## src/design/mrpt_pkg.sv

```systemverilog
// package with shared types and codes of the miller-rabin tester
`default_nettype none
package mrpt_pkg;
    // verdict codes
    localparam logic [1:0] OUTCOME_PASS      = 2'd0;
    localparam logic [1:0] OUTCOME_TRIVIAL   = 2'd1;
    localparam logic [1:0] OUTCOME_COMPOSITE = 2'd2;

    // operation codes of the modular multiplier
    typedef enum logic [1:0] {
        MUL_REDUCE = 2'd0,
        MUL_PRODUCT = 2'd1
    } mul_op_t;

    // control group from sequencer to the cell row
    typedef struct packed {
        logic start;
        logic reduce_only;
    } mul_ctrl_t;
endpackage
`default_nettype wire

```

## src/design/mrpt_cell.sv

```systemverilog
// one cell of the shift-and-add modular multiplier row
`default_nettype none
module mrpt_cell
(
    input  wire logic clk,
    input  wire logic rst_n,
    input  wire logic load,
    input  wire logic load_bit,
    input  wire logic shift,
    input  wire logic from_neighbor,
    output logic      bit_out
);
    logic bit_reg;

    // cell holds one multiplier bit and hands it on when shift is set
    always_ff @(posedge clk or negedge rst_n)
    begin
        if (!rst_n)
        begin
            bit_reg <= 1'b0;
        end
        else if (load)
        begin
            bit_reg <= load_bit;
        end
        else if (shift)
        begin
            bit_reg <= from_neighbor;
        end
    end

    assign bit_out = bit_reg;
endmodule
`default_nettype wire

```

## src/design/mrpt_mulmod.sv

```systemverilog
// modular multiplier: row of cells feeding bits into a double-and-add accumulator
`default_nettype none
module mrpt_mulmod
    import mrpt_pkg::*;
#(
    parameter int W = 64
)
(
    input  wire logic         clk,
    input  wire logic         rst_n,
    input  wire logic         start,
    input  wire logic [W-1:0] x,
    input  wire logic [W-1:0] y,
    input  wire logic [W-1:0] m,
    output logic              done,
    output logic [W-1:0]      result
);
    localparam int CW = $clog2(W + 1);

    logic [W-1:0]  chain;
    logic [CW-1:0] count_reg, count_next;
    logic          busy_reg, busy_next;
    logic          phase_reg, phase_next;
    logic [W-1:0]  acc_reg, acc_next;
    logic [W-1:0]  x_reg;
    logic [W-1:0]  m_reg;
    logic          done_reg, done_next;
    logic [W:0]    sum;
    logic [W:0]    diff;
    logic [W-1:0]  addend;
    logic          shift_en;

    // row of cells, msb leaves the row first
    genvar gi;
    generate
        for (gi = 0; gi < W; gi++)
        begin : g_cell
            logic nb;
            if (gi == 0)
            begin : g_lsb
                assign nb = 1'b0;
            end
            else
            begin : g_mid
                assign nb = chain[gi-1];
            end
            mrpt_cell u_cell (
                .clk           (clk),
                .rst_n         (rst_n),
                .load          (start),
                .load_bit      (y[gi]),
                .shift         (shift_en),
                .from_neighbor (nb),
                .bit_out       (chain[gi])
            );
        end
    endgenerate

    assign shift_en = busy_reg && phase_reg;

    // one modular add per cycle while busy: double, then add x if bit set
    always_comb
    begin
        addend = phase_reg ? x_reg : acc_reg;
        sum    = {1'b0, acc_reg} + {1'b0, addend};
        diff   = sum - {1'b0, m_reg};
        acc_next   = acc_reg;
        phase_next = phase_reg;
        count_next = count_reg;
        busy_next  = busy_reg;
        done_next  = 1'b0;
        if (start)
        begin
            acc_next   = '0;
            phase_next = 1'b0;
            count_next = CW'(W);
            busy_next  = 1'b1;
        end
        else if (busy_reg)
        begin
            if (!phase_reg)
            begin
                acc_next   = diff[W] ? sum[W-1:0] : diff[W-1:0];
                phase_next = 1'b1;
            end
            else
            begin
                if (chain[W-1])
                begin
                    acc_next = diff[W] ? sum[W-1:0] : diff[W-1:0];
                end
                phase_next = 1'b0;
                count_next = count_reg - 1'b1;
                if (count_reg == CW'(1))
                begin
                    busy_next = 1'b0;
                    done_next = 1'b1;
                end
            end
        end
    end

    always_ff @(posedge clk or negedge rst_n)
    begin
        if (!rst_n)
        begin
            busy_reg  <= 1'b0;
            phase_reg <= 1'b0;
            count_reg <= '0;
            done_reg  <= 1'b0;
        end
        else
        begin
            busy_reg  <= busy_next;
            phase_reg <= phase_next;
            count_reg <= count_next;
            done_reg  <= done_next;
        end
    end

    always_ff @(posedge clk)
    begin
        acc_reg <= acc_next;
        if (start)
        begin
            x_reg <= x;
            m_reg <= m;
        end
    end

    assign done   = done_reg;
    assign result = acc_reg;
endmodule
`default_nettype wire

```

## config.mk

```make
export PLATFORM = sky130hd
export DESIGN_NAME = mrpt_mulmod
export DESIGN_NICKNAME = d
export VERILOG_FILES = /design/src/design/mrpt_pkg.sv /design/src/design/mrpt_cell.sv /design/src/design/mrpt_mulmod.sv
export SDC_FILE = /design/constraint.sdc
export NUM_CORES = 1
export LEC_CHECK = 0
export BUFFER_PORTS_ARGS = -buffer_cell sky130_fd_sc_hd__buf_4
export CAP_MARGIN = 30
export CORE_MARGIN = 3
export CORE_UTILIZATION = 50
export CTS_CLUSTER_DIAMETER = 30
export DETAILED_ROUTE_END_ITERATION = 6
export PLACE_DENSITY = 0.68
export SLEW_MARGIN = 5
export SYNTH_ARGS = -nofsm -noshare
export SYNTH_HDL_FRONTEND = slang
export SYNTH_SLANG_ARGS = --single-unit
```

## constraint.sdc

```tcl
create_clock -name clk -period 16.1 [get_ports clk]
set_input_delay 0.805 -clock clk [delete_from_list [all_inputs] [get_ports clk]]
set_output_delay 0.805 -clock clk [all_outputs]
set_load 0.01 [all_outputs]
```

==> out/results.tsv, run 1 <==
metric	value	unit
outcome	finished, final reports clean	
Final Power	0.00615	W
Critical Path AT	8.81	ns
Pwr Density	260	nW/µm²
Synth Instances	2126	
post-synthesis xor/xnor area fraction	5.61	%
Clock Skews	0.0293	ns
Die ar.	40700	µm²
Highest Signal Layer	met5	
Final period util	51.6	%
Pins Over Slew Limit	0	
switching share of power	48.1	%
global route overflow	0	
initial core utilization	50.8	%
Met2 Wirelength	24700	µm
Synth Flop Type	edfxtp_1	
Peak supply drop	170	µV
Final Hold Fails	0	
top cell type's share of synthesized area	20.0	%
Slowest-stage cell, CP	dfrtp_2	
Post-CTS Setup Inserts	0	
Final HPWL DP	44300	µm
final hold slack	0.333	ns
largest net degree at the start of global routing	171	
met3 wire len	4010	µm
CTS Sinks	266	
area of the multi-input gates	11400	µm²
FF/Latch Area	6980	µm²
number of fill cells	3181	
CP endpoint kind	flop	
count leader, synth	nand2_1	
number of DRC markers in iteration 0	1519	
share of cells above drive strength 1	21.6	%
# IOs	260	
unrepaired setup endpoints after global routing	no	
drt pass-1 iters	6	
Avg Cell Area, Syn	9.02	µm²
clk_lat worst skew	0.62	ns
initial antenna violation count	3	
clock buffer depth	3	
Root Driver	clkbuf_16	
Syn Nets	2453	
Worst-path clk slew	0.05	ns
number of flops mapped to enable cells by yosys	128	
most used cell, CP	nand2_1	
WS Path Type	reg2reg	
maximum clock rate	120	MHz
Horiz. Die Dim	202	µm
register share of total power	15.6	%
Area contributors post-synth	edfxtp_1 (20%), dfrtp_1 (9.7%), ha_1 (8.5%)	
flops & latches, synth	266	
first-pass GRT wire length	91500	µm
startpoint types	flop	
Adder-Cell Fraction of Synth Area	8.69	%
top cells by count, synth	nand2_1 (310), a21oi_1 (174), nor2_1 (149)	
hold buffers post-CTS	0	
Synth cell types	81	
CORE AREA	37800	µm²
largest fanout on the critical path	56	
Num CTS Buffers	61	
htree depth	2	
fin crit period	8.31	ns
Total Routed Length	58400	µm
routability cong.	0.944	
Cell Rows	71	
vias in the first global route	16600	
Comb power frac	62.7	%
synth warn	0	
# setup viols final	0	
DR WL/cell	20.1	µm
Worst EP required	16.60	ns
synthesized cell area	19200	µm²
register area share after synthesis	36.4	%
Detail Route Antenna Nets	0	
DRC errors left	0	
area leader, netlist	edfxtp_1	
via/cell ratio	5.85	
Internal	0.00319	W
Synth Area in Compound Gates	23.0	%
Fin Setup TNS	0	ns
gr usage total	27.9	%
port bufs	259	
Crit path largest cell delay	0.79	ns
met1 WL	28100	µm
combinational family with the most area after synthesis	compound AO/OA/AOI/OAI gates	
multiplexer share of the synthesized area	7.15	%
Die Ht	202	µm
max_slew headroom	26.8	%
Worst-Margin Slew	1.10	ns
Max Cap Viol	0	
final net count	2671	
post-cts resize count	0	
vias after detailed routing	17000	
Area Growth Syn to Fin	23.5	%
static leakage	10.7	nW
Min-Delay Path Class	in2async	
clock share of power	21.7	%
Cell Chain, Critical Path	buf_4 > mux2_2 > ha_1 > fa_1 > a211oi_1 > o211ai_1 > a41o_1 > nand2_1 > o21ai_2 > o21ai_0 > o21bai_1 > xor2_1 > ha_1 > nand2_1 > o21ai_0 > o21a_1 > a211oi_2 > o21ai_2 > a221oi_4 > xor2_4 > buf_4 > nand2_1 > a311oi_2	
CTS tree	done	
post-synthesis async set-or-reset flop share	27.8	%
Switch Pwr	0.00296	W
simple-gate share of the synthesized area	14.6	%
-- final cells by class --
type / count / area share, %
antenna: 1 / 0.0106
clock buffer: 65 / 6.59
clock inverter: 50 / 2.95
inverter: 102 / 1.62
multi-input combinational: 1646 / 48.0
sequential: 266 / 29.5
tap: 511 / 2.70
timing repair buffer: 267 / 8.63
-- power groups by stage --
stage / registers, W / logic, W / clock network, W
6_report: 0.000959 / 0.00386 / 0.00133
5_1_grt: 0.000969 / 0.00421 / 0.00139
4_1_cts: 0.000957 / 0.00379 / 0.00135
3_5_place_dp: 0.000967 / 0.00376 / 0
3_3_place_gp: 0.000964 / 0.00376 / 0
2_1_floorplan: 0.000936 / 0.00280 / 0
-- cells in the final DEF, fill, tap and decap left out, drive strengths merged, types with 13 or more instances in the layout --
cell type  instances
nand2            310
buf              267
a21oi            177
nor2             149
o21ai            149
ha               130
edfxtp           128
inv              106
dfrtp             74
mux2i             65
clkbuf            65
mux2              64
dfxtp             64
a21o              62
xor2              62
xnor2             60
a311oi            53
nand4             38
nand3             31
nor3              29
o21a              23
clkinv            23
a211oi            22
o21bai            20
o211ai            19
nor4              13
and2              13
bufinv            13
-- worst max-delay path: cells and delay by family (launching register included) --
kind	cells	cell delay [ns]
AO/OA/AOI/OAI	12	3.32
flip-flops	1	0.79
XOR/XNOR	2	0.76
adder cells (fa/ha/maj)	3	1.08
multiplexers	1	0.41
buffers and inverters	2	1.24
AND/OR/NAND/NOR	3	0.51
-- path summary, 6_finish.rpt --
kind / from / endpoint / slack, ns / depth (start not counted)
setup / recovery: phase_reg / result[15] / 7.79 / 23
hold / removal: rst_n / g_cell[6].u_cell.bit_out / 0.33 / 1
setup reg to reg: phase_reg / result[15] / 7.79 / 23
hold reg to reg: count_reg[5] / count_reg[5] / 0.54 / 2
max in group asynchronous: rst_n / phase_reg / 15.13 / 1
min in group clk: x[55] / x_reg[55] / 0.36 / 1
-- per-stage QoR --
step | setup WS [ns] | area, µm² | cells | util, %
after CTS | 7.86 | 23700 | 2907 | 62.7
final | 7.79 | 23700 | 2908 | 62.7
after global placement | 8.16 | 21400 | 2791 | 56.7
after floorplan | 10.07 | 19200 | 2126 | -
after detailed placement | 7.92 | 21400 | 2792 | 56.7
after global routing | 7.31 | 23700 | 2908 | 62.7
-- cells by family (layout without fill, tap and decap cells) --
| logic type | after synthesis | in the layout |
|---|---|---|
| AOI/OAI and AO/OA | 625 | 625 |
| xor gates and xnor gates | 122 | 122 |
| adders and majority gates | 132 | 132 |
| buffers and inverters | 214 | 484 |
| DFF | 266 | 266 |
| muxes | 129 | 129 |
| other | 0 | 1 |
| and+or+nand+nor | 638 | 638 |
-- per-layer routing --
layer,GRT usage [%],vias up
li1,-,8248
met1,41.7,8024
met2,41.0,624
met3,5.02,101
met4,8.75,4
met5,0,-
No activity file was read; power rests on OpenSTA's default activity.
==> run 2: changes to the inputs <==
- PLACE_DENSITY: 0.68 -> 0.71
- clock period: 16.1 -> 7.4 ns (I/O delays scaled with it)
==> run 2 against run 1 <==
Effect of this change:
- non-clock buffer count up 219
- clock-buffer cell count down 4
- sequential power up 120%
- utilization up 4.8 points
- design area up 7.7%
- setup slack worse by 7.3 ns
- hold slack worse by 0.31 ns
- first-iteration DRC count up 0.13%
- critical path depth up 1
- final cell count up 7.2%
- via count up 6.5%
- power up 120%
- critical endpoint is now result[12]
- largest power group unchanged
- highest routed layer is now met4
==> out/results.tsv, run 2 (same netlist as run 1, synthesis figures left out) <==
metric	value	unit
Root Driver	clkbuf_16	
M1 GR Usage	43.4	%
Pins Over Slew Limit	0	
largest fanout on the critical path	44	
flop2flop setup slack	0.45	ns
DR WL/cell	20.6	µm
clock buffer depth	3	
Cell Count, Final, Fillers Out	3118	
most used cell, CP	a21oi_1	
initial core utilization	50.8	%
number of DRC markers in iteration 0	1521	
hold buffers post-CTS	186	
Crit path largest cell delay	0.52	ns
CP endpoint kind	flop	
Final HPWL DP	45700	µm
CTS Sinks	266	
hold path cells	3	
Critical Path AT	7.46	ns
worst reg2reg endpoint	result[12]	
startpoint types	flop	
routability cong.	0.940	
Fin Setup TNS	0	ns
Max Cap Viol	0	
dpl cells	2824	
outcome	finished, final reports clean	
critical path launch point	phase_reg	
Worst EP required	7.92	ns
maximum clock rate	144	MHz
vias in the first global route	17800	
M3 GR Usage	6.43	%
FF/Latch Area	6980	µm²
largest net degree at the start of global routing	185	
Final Hold Fails	0	
Detail Route Antenna Nets	0	
number of fill cells	2899	
fin crit period	6.95	ns
unrepaired setup endpoints after global routing	no	
commonest non-fill, non-tap cell in the layout	nand2_1	
CORE AREA	37800	µm²
GRT Max-Usage Layer	met2	
WS Path Type	reg2reg	
CP Capture Point	result[12]	
Die Ht	202	µm
post-cts resize count	0	
htree depth	2	
Slowest-stage cell, CP	o41ai_1	
# setup viols final	0	
Cell Rows	71	
area of the multi-input gates	11400	µm²
DRC errors left	0	
Final period util	93.9	%
Total Routed Length	64300	µm
Cell Chain, Critical Path	buf_4 > mux2_2 > ha_1 > o21ai_0 > a21oi_1 > a41o_1 > a21oi_1 > o31a_1 > o41ai_1 > a21oi_1 > xnor2_1 > ha_1 > nand2_1 > o21ai_1 > o21ai_0 > o211ai_1 > a211oi_2 > o21ai_2 > a221oi_4 > buf_4 > xnor2_4 > buf_12 > nand2_1 > a311oi_2	
Clock Skews	0.0296	ns
Post-CTS Setup Inserts	0	
reg2reg start	phase_reg	
vias after detailed routing	18100	
initial antenna violation count	1	
Num CTS Buffers	55	
first-pass GRT wire length	99800	µm
Worst-path clk slew	0.05	ns
via/cell ratio	5.81	
Peak supply drop	352	µV
Die ar.	40700	µm²
port bufs	259	
met2 usage	47.6	%
CTS tree	done	
static leakage	11.5	nW
final net count	2884	
Min-Delay Path Class	in2reg	
Worst-Margin Slew	1.08	ns
drt pass-1 iters	5	
Horiz. Die Dim	202	µm
commonest non-fill, non-tap cells in the layout	nand2_1 (309), buf_4 (293), dlygate4sd3_1 (186)	
cell depth of the worst flop-to-flop path	24	
gr usage total	30.8	%
share of cells above drive strength 1	20.8	%
clk_lat worst skew	0.61	ns
# IOs	260	
Pwr Density	528	nW/µm²
Area Growth Syn to Fin	33.1	%
global route overflow	0	
max_slew headroom	27.9	%
run 2: final cells by class:
| type | instances | share of cell area (%) |
|---|---|---|
| Sequential cell | 266 | 27.4 |
| Timing Repair Buffer | 486 | 16.5 |
| Clock buffer | 61 | 5.68 |
| Inverter | 102 | 1.50 |
| Antenna cell | 3 | 0.0294 |
| Multi-Input combinational cell | 1646 | 44.6 |
| Tap cell | 511 | 2.51 |
| Clock inverter | 43 | 1.86 |
run 2: report_power, final:
group	total (W)	leakage, nW	switching [W]	internal, W
Clock	0.00254	0.933	0.000894	0.00164
Combinational	0.00883	7.87	0.00540	0.00343
Sequential	0.00209	2.69	0.000275	0.00182
run 2: worst min-delay path by stage:
stage                                   startpoint                         to  slack [ns]
after floorplan                              rst_n                   busy_reg        0.07
after detailed placement  g_cell[0].u_cell.bit_out   g_cell[0].u_cell.bit_out        0.53
after global routing                         y[35]  g_cell[35].u_cell.bit_out        0.03
after CTS                                    y[35]  g_cell[35].u_cell.bit_out       0.002
final                                        y[35]  g_cell[35].u_cell.bit_out        0.03
after global placement    g_cell[0].u_cell.bit_out   g_cell[0].u_cell.bit_out        0.52
run 2: stage by stage:
step                      area (µm²)  total power (W)  hold WS [ns]  worst slack [ns]  util [%]
final                          25500           0.0135        0.0253             0.455      67.6
after global routing           25500           0.0144        0.0302             0.162      67.6
after CTS                      25500           0.0133       0.00174             0.667      67.5
after detailed placement       21700           0.0106         0.534             0.730      57.5
after global placement         21700           0.0105         0.518             0.829      57.4
after floorplan                19200          0.00812        0.0744              1.37         -
run 2: layer usage:
layer	wire length (µm)	part of all wire (%)
met1	29200	45
met2	28400	44
met3	4690	7.3
met4	1970	3.1
met5	0	0
run 2: worst max-delay path, delay by kind of cell, from the launching register on:
kind | cells | cell delay [ns]
AO/OA/AOI/OAI | 14 | 3.67
XOR/XNOR | 2 | 0.55
adder cells (fa/ha/maj) | 2 | 0.80
buffers and inverters | 3 | 0.76
flip-flops | 1 | 0.39
multiplexers | 1 | 0.39
AND/OR/NAND/NOR | 2 | 0.28
==> run 3: changes to the inputs <==
- ABC_AREA: not set -> 1
- PLACE_DENSITY: 0.71 -> 0.7
==> run 3 against run 2 <==
Effect of this change:
- the flow now finishes with violations (design-rule violations)
- area after synthesis rose by 21%
- sequential cell count did not move
- die area rose by 21%
- via count rose by 40%
- final cell count rose by 58%
- clock-buffer cell count rose by 22
- hold slack got worse by 0.0083 ns
- combinational power rose by 18%
- register-to-register slack improved by 0.97 ns
- clock skew rose by 0.012 ns
- largest power group unchanged
==> out/results.tsv, run 3 <==
metric	value	unit
Worst-Margin Slew	0.938	ns
Slowest-stage cell, CP	inv_2	
vias after detailed routing	25300	
# IOs	260	
M1 GR Usage	47.3	%
port bufs	259	
Crit path largest cell delay	0.63	ns
hold path cells	3	
area leader, netlist	nand2_1	
commonest non-fill, non-tap cells in the layout	nand2_1 (1622), inv_1 (843), buf_4 (266)	
vias in the first global route	23700	
Peak supply drop	340	µV
final net count	4598	
commonest non-fill, non-tap cell in the layout	nand2_1	
reg2reg start	phase_reg	
Cell Rows	78	
Total Routed Length	89500	µm
Critical Path AT	6.40	ns
static leakage	17.0	nW
Syn Nets	4162	
synthesized cell area	23300	µm²
Die ar.	49200	µm²
Final Hold Fails	0	
Area contributors post-synth	nand2_1 (26%), edfxtp_1 (17%), inv_1 (14%)	
Worst-path clk slew	0.05	ns
Area Growth Syn to Fin	27.5	%
register share of total power	13.9	%
GRT Max-Usage Layer	met2	
routability cong.	1.08	
share of cells above drive strength 1	10.9	%
Synth Instances	3835	
Min-Delay Path Class	in2reg	
Horiz. Die Dim	222	µm
number of flops mapped to enable cells by yosys	128	
DRC errors left	2	
CORE AREA	45700	µm²
Die Ht	222	µm
clock share of power	19.1	%
Setup WS post-layout	1.42	ns
global route overflow	0	
clk_lat worst skew	0.61	ns
synth warn	0	
htree depth	3	
Root Driver	clkbuf_16	
Synth cell types	48	
flop2flop setup slack	1.42	ns
CP endpoint kind	flop	
Worst EP required	7.82	ns
max_slew headroom	37.5	%
Worst Hold End	g_cell[39].u_cell.bit_out	
post-synthesis async set-or-reset flop share	27.8	%
post-cts resize count	0	
initial core utilization	51.0	%
Synth Flop Type	edfxtp_1	
Pins Over Slew Limit	0	
fin crit period	5.98	ns
Final HPWL DP	69200	µm
startpoint types	flop	
number of DRC markers in iteration 0	2698	
DR WL/cell	18.2	µm
register area share after synthesis	30.0	%
Fin Setup TNS	0	ns
Detail Route Antenna Nets	0	
outcome	complete, but fails checks	
failing checks	design-rule violations	
Max Cap Viol	0	
Switch Pwr	0.00847	W
Avg Cell Area, Syn	6.07	µm²
Internal	0.00705	W
met2 usage	56.5	%
first-pass GRT wire length	136000	µm
number of fill cells	4202	
switching share of power	54.5	%
# setup viols final	0	
M3 GR Usage	5.97	%
largest net degree at the start of global routing	135	
flops & latches, synth	266	
Post-CTS Setup Inserts	0	
via/cell ratio	5.14	
clock buffer depth	3	
drt pass-1 iters	7	
Hold Startpoint	y[39]	
largest fanout on the critical path	64	
CTS Sinks	266	
top cell type's share of synthesized area	26.1	%
top cells by count, synth	nand2_1 (1622), inv_1 (844), nor2_1 (206)	
worst reg2reg endpoint	result[35]	
unrepaired setup endpoints after global routing	no	
initial antenna violation count	1	
gr usage total	35.3	%
most used cell, CP	nand2_1	
Final period util	80.8	%
hold buffers post-CTS	166	
Comb power frac	67.0	%
cell depth of the worst flop-to-flop path	29	
maximum clock rate	167	MHz
count leader, synth	nand2_1	
WS Path Type	reg2reg	
Num CTS Buffers	66	
worst slack at placement	1.59	ns
Clock Skews	0.0414	ns
Pwr Density	522	nW/µm²
CTS tree	done	
run 3: changes by cell type in the layout (fill, tap and decap cells not counted), sizes merged, moves of 31 or more:
cell	before	now
mux2	64	0
mux2i	65	0
inv	115	856
nand3	31	157
nor2	149	218
o21ai	149	43
buf	300	269
a311oi	53	0
a21o	62	0
xnor2	60	21
nand2	310	1674
run 3: worst max-delay path by stage:
stage                     startpoint    endpoint  slack, ns  depth (start not counted)
after global placement     phase_reg   result[0]       1.57                         29
final                      phase_reg  result[35]       1.42                         29
after detailed placement   phase_reg  result[10]       1.59                         29
after CTS                  phase_reg  result[35]       1.52                         29
after global routing       phase_reg  result[10]       0.98                         31
after floorplan            phase_reg  result[33]       3.12                         33
run 3: cell type report:
cell class                 instances  area (µm²)  share of cell area [%]
clock inverter                    37         508                    1.71
inverter                         855        3210                    10.8
multi-input combinational       2647       12700                    42.9
tap                              600         751                    2.53
timing repair buffer             435        3710                    12.5
clock buffer                      83        1800                    6.05
sequential                       266        6980                    23.5
antenna                            1        2.50                 0.00842
run 3: power by group through the flow:
stage | sequential (W) | clock (W) | combinational, W
2_1_floorplan | 0.00207 | 0 | 0.00703
3_3_place_gp | 0.00216 | 0 | 0.0100
3_5_place_dp | 0.00217 | 0 | 0.0100
4_1_cts | 0.00215 | 0.00298 | 0.0102
5_1_grt | 0.00218 | 0.00306 | 0.0114
6_report | 0.00216 | 0.00297 | 0.0104
run 3: through the flow:
stage / instance area (µm²) / hold WS [ns] / utilization [%] / cells / total power (W)
floorplan: 23300 / 0.0744 / - / 3835 / 0.00911
global placement: 25700 / 0.465 / 56.3 / 4635 / 0.0122
detailed placement: 25700 / 0.469 / 56.3 / 4635 / 0.0122
CTS: 29700 / 0.00189 / 65.0 / 4921 / 0.0153
global route: 29700 / 0.0172 / 65.0 / 4924 / 0.0167
finish: 29700 / 0.0170 / 65.0 / 4924 / 0.0155
run 3: layer usage:
layer  wire length [µm]  share of wire (%)  vias up
met2              39800                 44     1144
met5                  0                  0        -
met3               7530                8.4      197
met4               4200                4.7        0
met1              38000                 42    11500
li1                   -                  -    12500
run 3: critical path: cells and delay by family (launching register included):
kind / cells / cell delay [ns]
compound gates: 4 / 0.60
fa+ha+maj: 2 / 0.61
buf+inv: 3 / 0.80
flops: 1 / 0.40
simple gates: 20 / 3.27
run 3: cell families (layout without fill, tap and decap cells):
logic type,count (synthesis),in the layout,synth area share [%]
AND/OR/NAND/NOR,2155,2155,37.7
buffers and inverters,922,1410,15.4
AO/OA/AOI/OAI,298,298,7.48
flip-flops,266,266,30.0
adder cells (fa/ha/maj),132,132,7.16
XOR/XNOR,62,62,2.33
other,0,1,0
